--- src/sv/stnm_pkg.sv ---
// shared types and constants for the sorted table nearest match block
package stnm_pkg;

	// fixed field widths of the request, result and config channels
	localparam int POS_W      = 10;
	localparam int VAL_W      = 32;
	localparam int SIZE_W     = 11;
	localparam int MATCH_W    = 10;

	// default table depth
	localparam int TABLE_DEPTH_DEF = 1024;

	// request action codes
	localparam logic ACT_LOAD  = 1'b0;
	localparam logic ACT_QUERY = 1'b1;

	// result kind codes
	localparam logic KIND_ACK    = 1'b0;
	localparam logic KIND_ANSWER = 1'b1;

	// search sequencer states
	typedef enum logic [2:0] {
		ST_IDLE,
		ST_END_LO,
		ST_END_HI,
		ST_BISECT,
		ST_PICK,
		ST_BACK,
		ST_DONE
	} st_t;

	// finished result handed to the output register
	typedef struct packed {
		logic [MATCH_W-1:0] nearest_idx;
		logic               kind;
	} res_t;

endpackage

--- src/sv/stnm_ctrl.sv ---
// search sequencer: end checks, bisection, nearest pick and step back over equal runs
module stnm_ctrl #(
	parameter int TABLE_DEPTH = stnm_pkg::TABLE_DEPTH_DEF,
	localparam int IDX_W      = $clog2(TABLE_DEPTH)
) (
	input  logic                               clk,
	input  logic                               arst_n,
	// request side
	input  logic                               in_valid,
	output logic                               in_stall,
	input  logic                               action,
	input  logic [stnm_pkg::POS_W-1:0]         position,
	input  logic signed [stnm_pkg::VAL_W-1:0]  value,
	input  logic [stnm_pkg::SIZE_W-1:0]        table_size,
	// table memory
	output logic                               wr_en,
	output logic [IDX_W-1:0]                   wr_addr,
	output logic signed [stnm_pkg::VAL_W-1:0]  wr_data,
	output logic                               rd_en,
	output logic [IDX_W-1:0]                   rd_addr,
	input  logic signed [stnm_pkg::VAL_W-1:0]  rd_data,
	// result side
	output logic                               res_valid,
	input  logic                               res_take,
	output stnm_pkg::res_t                     res
);

	localparam int CW = (IDX_W + 1 > stnm_pkg::SIZE_W) ? IDX_W + 1 : stnm_pkg::SIZE_W;
	localparam logic [IDX_W-1:0] ONE_I = 1;
	localparam logic [IDX_W:0]   ONE_X = 1;
	localparam logic [CW-1:0]    ONE_C = 1;
	localparam logic [CW-1:0]    DEP_C = CW'(TABLE_DEPTH);

	stnm_pkg::st_t state_q, state_d;

	logic signed [stnm_pkg::VAL_W-1:0] sample_q, lo_val_q, hi_val_q, best_val_q;
	logic [IDX_W-1:0] low_q, high_q, mid_q, best_q;
	logic             hit_q;
	logic             kind_q;

	logic             accept;
	logic [CW-1:0]    size_w, n_w, pos_w, best_w;
	logic [IDX_W-1:0] hi_init;
	logic             single, pos_ok;

	logic             eq_d, lt_d;
	logic [IDX_W-1:0] low_n, high_n, bl, bh, mid_n, bk_idx;
	logic [IDX_W:0]   sum;
	logic             more, hit_n, bk_nz, pick_low;
	logic signed [stnm_pkg::VAL_W:0] dl_s, dh_s;
	logic [stnm_pkg::VAL_W:0]        dl, dh;

	assign accept = in_valid && (state_q == stnm_pkg::ST_IDLE);

	// table size clamp and load position check
	always_comb begin
		size_w = CW'(table_size);
		if (size_w == '0) begin
			n_w = ONE_C;
		end else if (size_w > DEP_C) begin
			n_w = DEP_C;
		end else begin
			n_w = size_w;
		end
		hi_init = IDX_W'(n_w - ONE_C);
		single  = (n_w == ONE_C);
		pos_w   = CW'(position);
		pos_ok  = (pos_w < DEP_C);
	end

	// compares on the read data and bracket update
	always_comb begin
		eq_d   = (rd_data == sample_q);
		lt_d   = (rd_data < sample_q);
		low_n  = low_q;
		high_n = high_q;
		if (lt_d) begin
			low_n = mid_q;
		end else begin
			high_n = mid_q;
		end
		bl = low_q;
		bh = high_q;
		if (state_q == stnm_pkg::ST_BISECT) begin
			bl = low_n;
			bh = high_n;
		end
		sum   = {1'b0, bl} + {1'b0, bh};
		mid_n = sum[IDX_W:1];
		more  = (({1'b0, bl} + ONE_X) < {1'b0, bh});
		hit_n = hit_q || ((state_q == stnm_pkg::ST_BISECT) && eq_d);
	end

	// distances at 33 bits, tie goes to the upper entry
	always_comb begin
		dl_s     = {lo_val_q[stnm_pkg::VAL_W-1], lo_val_q}
			- {sample_q[stnm_pkg::VAL_W-1], sample_q};
		dh_s     = {hi_val_q[stnm_pkg::VAL_W-1], hi_val_q}
			- {sample_q[stnm_pkg::VAL_W-1], sample_q};
		dl       = dl_s[stnm_pkg::VAL_W] ? unsigned'(-dl_s) : unsigned'(dl_s);
		dh       = dh_s[stnm_pkg::VAL_W] ? unsigned'(-dh_s) : unsigned'(dh_s);
		pick_low = (dl < dh);
	end

	// candidate answer before stepping back
	always_comb begin
		case (state_q)
			stnm_pkg::ST_END_HI: bk_idx = high_q;
			stnm_pkg::ST_BISECT: bk_idx = eq_d ? mid_q : best_q;
			stnm_pkg::ST_PICK:   bk_idx = pick_low ? low_q : high_q;
			stnm_pkg::ST_BACK:   bk_idx = best_q - ONE_I;
			default:             bk_idx = best_q;
		endcase
		bk_nz = (bk_idx != '0);
	end

	// next state
	always_comb begin
		state_d = state_q;
		case (state_q)
			stnm_pkg::ST_IDLE: begin
				if (accept) begin
					if (action == stnm_pkg::ACT_LOAD || single) begin
						state_d = stnm_pkg::ST_DONE;
					end else begin
						state_d = stnm_pkg::ST_END_LO;
					end
				end
			end
			stnm_pkg::ST_END_LO: begin
				state_d = eq_d ? stnm_pkg::ST_DONE : stnm_pkg::ST_END_HI;
			end
			stnm_pkg::ST_END_HI: begin
				if (eq_d) begin
					state_d = bk_nz ? stnm_pkg::ST_BACK : stnm_pkg::ST_DONE;
				end else begin
					state_d = more ? stnm_pkg::ST_BISECT : stnm_pkg::ST_PICK;
				end
			end
			stnm_pkg::ST_BISECT: begin
				if (more) begin
					state_d = stnm_pkg::ST_BISECT;
				end else if (hit_n) begin
					state_d = bk_nz ? stnm_pkg::ST_BACK : stnm_pkg::ST_DONE;
				end else begin
					state_d = stnm_pkg::ST_PICK;
				end
			end
			stnm_pkg::ST_PICK: begin
				state_d = bk_nz ? stnm_pkg::ST_BACK : stnm_pkg::ST_DONE;
			end
			stnm_pkg::ST_BACK: begin
				state_d = (rd_data == best_val_q && bk_nz) ? stnm_pkg::ST_BACK
					: stnm_pkg::ST_DONE;
			end
			stnm_pkg::ST_DONE: begin
				if (res_take) begin
					state_d = stnm_pkg::ST_IDLE;
				end
			end
			default: state_d = stnm_pkg::ST_IDLE;
		endcase
	end

	// outputs: handshake, memory ports, result
	always_comb begin
		in_stall = (state_q != stnm_pkg::ST_IDLE);
		wr_en    = accept && (action == stnm_pkg::ACT_LOAD) && pos_ok;
		wr_addr  = pos_w[IDX_W-1:0];
		wr_data  = value;
		rd_en    = state_d inside {stnm_pkg::ST_END_LO, stnm_pkg::ST_END_HI,
			stnm_pkg::ST_BISECT, stnm_pkg::ST_BACK};
		case (state_d)
			stnm_pkg::ST_END_HI: rd_addr = high_q;
			stnm_pkg::ST_BISECT: rd_addr = mid_n;
			stnm_pkg::ST_BACK:   rd_addr = bk_idx - ONE_I;
			default:             rd_addr = '0;
		endcase
		res_valid       = (state_q == stnm_pkg::ST_DONE);
		best_w          = CW'(best_q);
		res.nearest_idx = best_w[stnm_pkg::MATCH_W-1:0];
		res.kind        = kind_q;
	end

	// state register
	always_ff @(posedge clk or negedge arst_n) begin
		if (!arst_n) begin
			state_q <= stnm_pkg::ST_IDLE;
		end else begin
			state_q <= state_d;
		end
	end

	// search datapath
	always_ff @(posedge clk) begin
		case (state_q)
			stnm_pkg::ST_IDLE: begin
				if (accept) begin
					sample_q <= value;
					kind_q   <= (action == stnm_pkg::ACT_LOAD) ? stnm_pkg::KIND_ACK
						: stnm_pkg::KIND_ANSWER;
					best_q   <= '0;
					hit_q    <= 1'b0;
					low_q    <= '0;
					high_q   <= hi_init;
				end
			end
			stnm_pkg::ST_END_LO: begin
				lo_val_q <= rd_data;
			end
			stnm_pkg::ST_END_HI: begin
				hi_val_q <= rd_data;
				mid_q    <= mid_n;
				if (eq_d) begin
					best_q     <= bk_idx;
					best_val_q <= sample_q;
				end
			end
			stnm_pkg::ST_BISECT: begin
				low_q  <= low_n;
				high_q <= high_n;
				mid_q  <= mid_n;
				hit_q  <= hit_n;
				best_q <= bk_idx;
				if (lt_d) begin
					lo_val_q <= rd_data;
				end else begin
					hi_val_q <= rd_data;
				end
				if (eq_d) begin
					best_val_q <= sample_q;
				end
			end
			stnm_pkg::ST_PICK: begin
				best_q     <= bk_idx;
				best_val_q <= pick_low ? lo_val_q : hi_val_q;
			end
			stnm_pkg::ST_BACK: begin
				if (rd_data == best_val_q) begin
					best_q <= bk_idx;
				end
			end
			default: begin
			end
		endcase
	end

endmodule

--- config.mk ---
export PLATFORM = sky130hd
export DESIGN_NAME = stnm_ctrl
export DESIGN_NICKNAME = d
export VERILOG_FILES = /design/src/sv/stnm_pkg.sv /design/src/sv/stnm_ctrl.sv
export SDC_FILE = /design/constraint.sdc
export NUM_CORES = 1
export LEC_CHECK = 0
export BUFFER_PORTS_ARGS = -buffer_cell sky130_fd_sc_hd__buf_2
export CAP_MARGIN = 10
export CORE_MARGIN = 4
export CORE_UTILIZATION = 57
export CTS_BUF_LIST = sky130_fd_sc_hd__clkbuf_2 sky130_fd_sc_hd__clkbuf_4 sky130_fd_sc_hd__clkbuf_8
export CTS_CLUSTER_SIZE = 28
export DETAILED_ROUTE_END_ITERATION = 8
export HOLD_SLACK_MARGIN = 0.06
export PLACE_DENSITY = 0.8
export SLEW_MARGIN = 40
export SYNTH_ARGS = -nofsm -noshare
export SYNTH_HDL_FRONTEND = slang
export SYNTH_SLANG_ARGS = --single-unit
--- constraint.sdc ---
create_clock -name clk -period 7.09 [get_ports clk]
set_input_delay 0 -clock clk [delete_from_list [all_inputs] [get_ports clk]]
set_output_delay 0 -clock clk [all_outputs]
set_load 0.005 [all_outputs]
==> results by group <==
Outcome
  • Failing checks: negative setup slack
  • Status: complete, but fails checks

STA
  • TNS Setup: -8.71 ns
  • Rel. slew slack: 35.9%
  • Final period util: 112%
  • Setup ws final: -0.839 ns
  • Max Clock Skew: 0.0276 ns
  • Tmin final: 7.93 ns
  • Fmax: 126 MHz
  • Final hold violation count: 0
  • Setup-failing EPs final: 12
  • RSZ-0062 raised after global routing: true
  • Slew Limit Fails: 0
  • Worst slew pin tran: 0.938 ns

Clock tree
  • Clock buffer depth: 2
  • TritonCTS clock tree: yes
  • Clk root buf: clkbuf_8
  • Num CTS Buffers: 17
  • Clock sink count: 173
  • Worst-skew pair later-pin latency: 0.48 ns
  • H-tree depth: 4
  • Clk slew on worst S/H paths: 0.12 ns

Logic synthesis
  • Asr flop ratio synth: 1.73%
  • Yosys cell types: 93
  • Post-synthesis cell count: 1715
  • Post-synthesis sequential area ratio: 32.4%
  • Main synth FF type: edfxtp_1
  • Yosys reg bits: 173
  • Post-synth EDFFs: 170
  • Synthesized area per cell: 9.33 sq um
  • Net count after synthesis: 1961
  • Post-Syn Area: 16000 sq um
  • Yosys warns: 0

Global routing
  • Pin count of the biggest net entering global routing: 49
  • Vias in the first global route: 15189
  • Gr usage total: 34.3%
  • First-pass GRT wire length: 83400 microns
  • Total gr overflow: 0
  • Antenna violations before repair: 3

Final layout
  • Fillers: 1937
  • Layout area overhead: 27.9%
  • Finished Cell Area: 20500 sq um
  • Layout cell share with drive strength beyond 1: 26.7%
  • Register Area: 5180 sq um
  • Commonest cells after routing, fill and taps aside: buf_4 (243), edfxtp_1 (170), ha_1 (143), buf_2 (136), nand2_1 (133)
  • Commonest non-fill, non-tap cell in the layout: buf_4
  • Fin cells: 2513
  • Final #Nets: 2365
  • Area of the multi-input gates: 10500 sq um

Placed design
  • Area post-placement: 18400 sq um
  • GPL Wtd Cong: 0.979
  • Placed Cells: 2352
  • Place WS: -0.458 ns
  • Detail Placement HPWL: 40100 microns
  • I/O Buffers: 136

Worst setup path
  • Setup crit start kind: register
  • Worst EP arrival: 7.93 ns
  • RR Endpoint: state_q[0]
  • Worst Setup End Kind: output pin
  • Max incr delay on CP: 0.59 ns
  • Crit path kind: register to output pin
  • Crit-path max FO: 9
  • R2R depth: 33
  • R2R setup slack: -0.18 ns
  • RR Startpoint: hi_val_q[1]
  • Critical Path RT: 7.09 ns
  • CP dominant cell by count: buf_4
  • Slowest stage cell, crit path: or4_4

Floorplan
  • Core Footprint: 27700 sq um
  • Die width: 176 microns
  • Die extent in y: 176 microns
  • Placement row count: 61
  • # IOs: 157
  • Initial Util: 57.7%
  • Die Area: 30800 sq um

Hold path
  • Worst hold start: table_size[0]
  • Worst hold path stage count: 4
  • Worst hold-check path type: primary input to register
  • Worst Hold Path EP: high_q[0]

Flow run
  • Max cap viols: 0

Route
  • Routed wire per std cell: 21.9 microns
  • Drt total wl: 55000 microns
  • Post-DRT Antenna Nets: 0
  • Residual DRC count: 0
  • Drt initial violations: 1528
  • First-pass DRT Iterations: 6
  • DR vias: 15788
  • Routed vias/inst: 6.28
==> final cells by class <==
type | instances | share of cell area (%)
antenna | 3 | 0.0367
timing repair buffer | 482 | 17.6
tap | 378 | 2.31
clock inverter | 15 | 0.740
clock buffer | 17 | 1.14
multi-input combinational | 1357 | 51.2
inverter | 88 | 1.61
sequential | 173 | 25.3
==> state kept, by name, indices dropped and copies added (netlist names), 3 cells and up <==
signal / flops
best_q: 10
best_val_q: 32
hi_val_q: 32
high_q: 10
lo_val_q: 32
low_q: 10
mid_q: 10
sample_q: 32
state_q: 3
==> metrics by stage <==
stage          util [%]  hold slack [ns]
2_1_floorplan         -           -0.296
3_3_place_gp       66.3           -0.197
3_5_place_dp       66.3           -0.200
4_1_cts            73.3           0.0814
5_1_grt            73.8            0.171
6_report           73.8            0.112
==> cells in the mapped netlist (all sizes together), types with 5 or more instances <==
master	number	area share, %
a2111oi	5	0.31
and2	6	0.23
buf	64	2.8
nor4	13	0.55
clkbuf	33	0.84
o22ai	13	0.51
a211oi	21	1.0
xnor2	76	4.2
o211a	5	0.31
edfxtp	170	32
a21boi	6	0.28
a311oi	6	0.33
nor2	108	2.6
nand2	137	3.2
xor2	99	5.4
ha	153	12
a21oi	96	3.0
nand3b	8	0.38
inv	85	2.0
a31oi	21	0.82
nor3b	6	0.28
o2111ai	8	0.52
a211o	6	0.33
o31a	6	0.34
o211ai	16	0.75
or2	5	0.20
o31ai	15	0.70
mux2	23	1.6
nor2b	22	0.91
or3	11	0.43
mux2i	76	4.8
a21o	30	1.4
nor3	40	1.4
nand3	50	1.6
o21a	23	1.1
nand4	28	1.1
o221ai	7	0.38
and3	21	0.82
nand2b	19	0.74
o21ai	108	3.4
==> metal layers <==
metal | vias up | share of wire (%) | track usage (%)
met4 | 0 | 6.4 | 19.2
li1 | 7156 | - | -
met5 | - | 0 | 0
met2 | 931 | 48 | 59.1
met3 | 191 | 7.4 | 3.79
met1 | 7510 | 38 | 42.0
==> repair_timing <==
action,in CTS,in global routing
setup buffers,30,8
hold buffers,86,0
endpoints found under the setup margin,13,13
gates cloned,4,0
resized for setup,89,19
pin swaps,51,14
endpoints found under the hold margin,116,0
==> worst max path at each step <==
stage,cells after the start,end,from,slack [ns]
2_1_floorplan,33,rd_addr[3],sample_q[1],0.007
3_3_place_gp,29,rd_addr[9],sample_q[0],-0.22
3_5_place_dp,32,rd_addr[9],hi_val_q[0],-0.46
4_1_cts,33,rd_addr[1],sample_q[0],-0.58
5_1_grt,35,rd_addr[2],sample_q[1],-1.21
6_report,33,rd_addr[2],hi_val_q[1],-0.84
==> worst max-delay path: cells and delay by family, from the launching register on <==
kind	cells	cell delay (ns)
AOI/OAI and AO/OA	12	2.84
and+or+nand+nor	9	1.84
buffers and inverters	8	1.34
adders and majority gates	2	0.56
DFF	1	0.48
muxes	1	0.23
xor gates and xnor gates	1	0.14
==> cell families (layout without fill, tap and decap cells) <==
group | Yosys count | in the layout | synth area share [%]
AND/OR/NAND/NOR | 490 | 490 | 15.4
flip-flops | 173 | 173 | 32.4
adder cells (fa/ha/maj) | 156 | 156 | 12.3
other | 0 | 3 | 0
AO/OA/AOI/OAI | 436 | 437 | 18.1
multiplexers | 99 | 99 | 6.38
XOR/XNOR | 175 | 175 | 9.58
buffers and inverters | 186 | 602 | 5.77
Power is left out: the tool's default activity adds up to more than one toggle a clock period on the data nets, which glitch-free logic cannot reach.
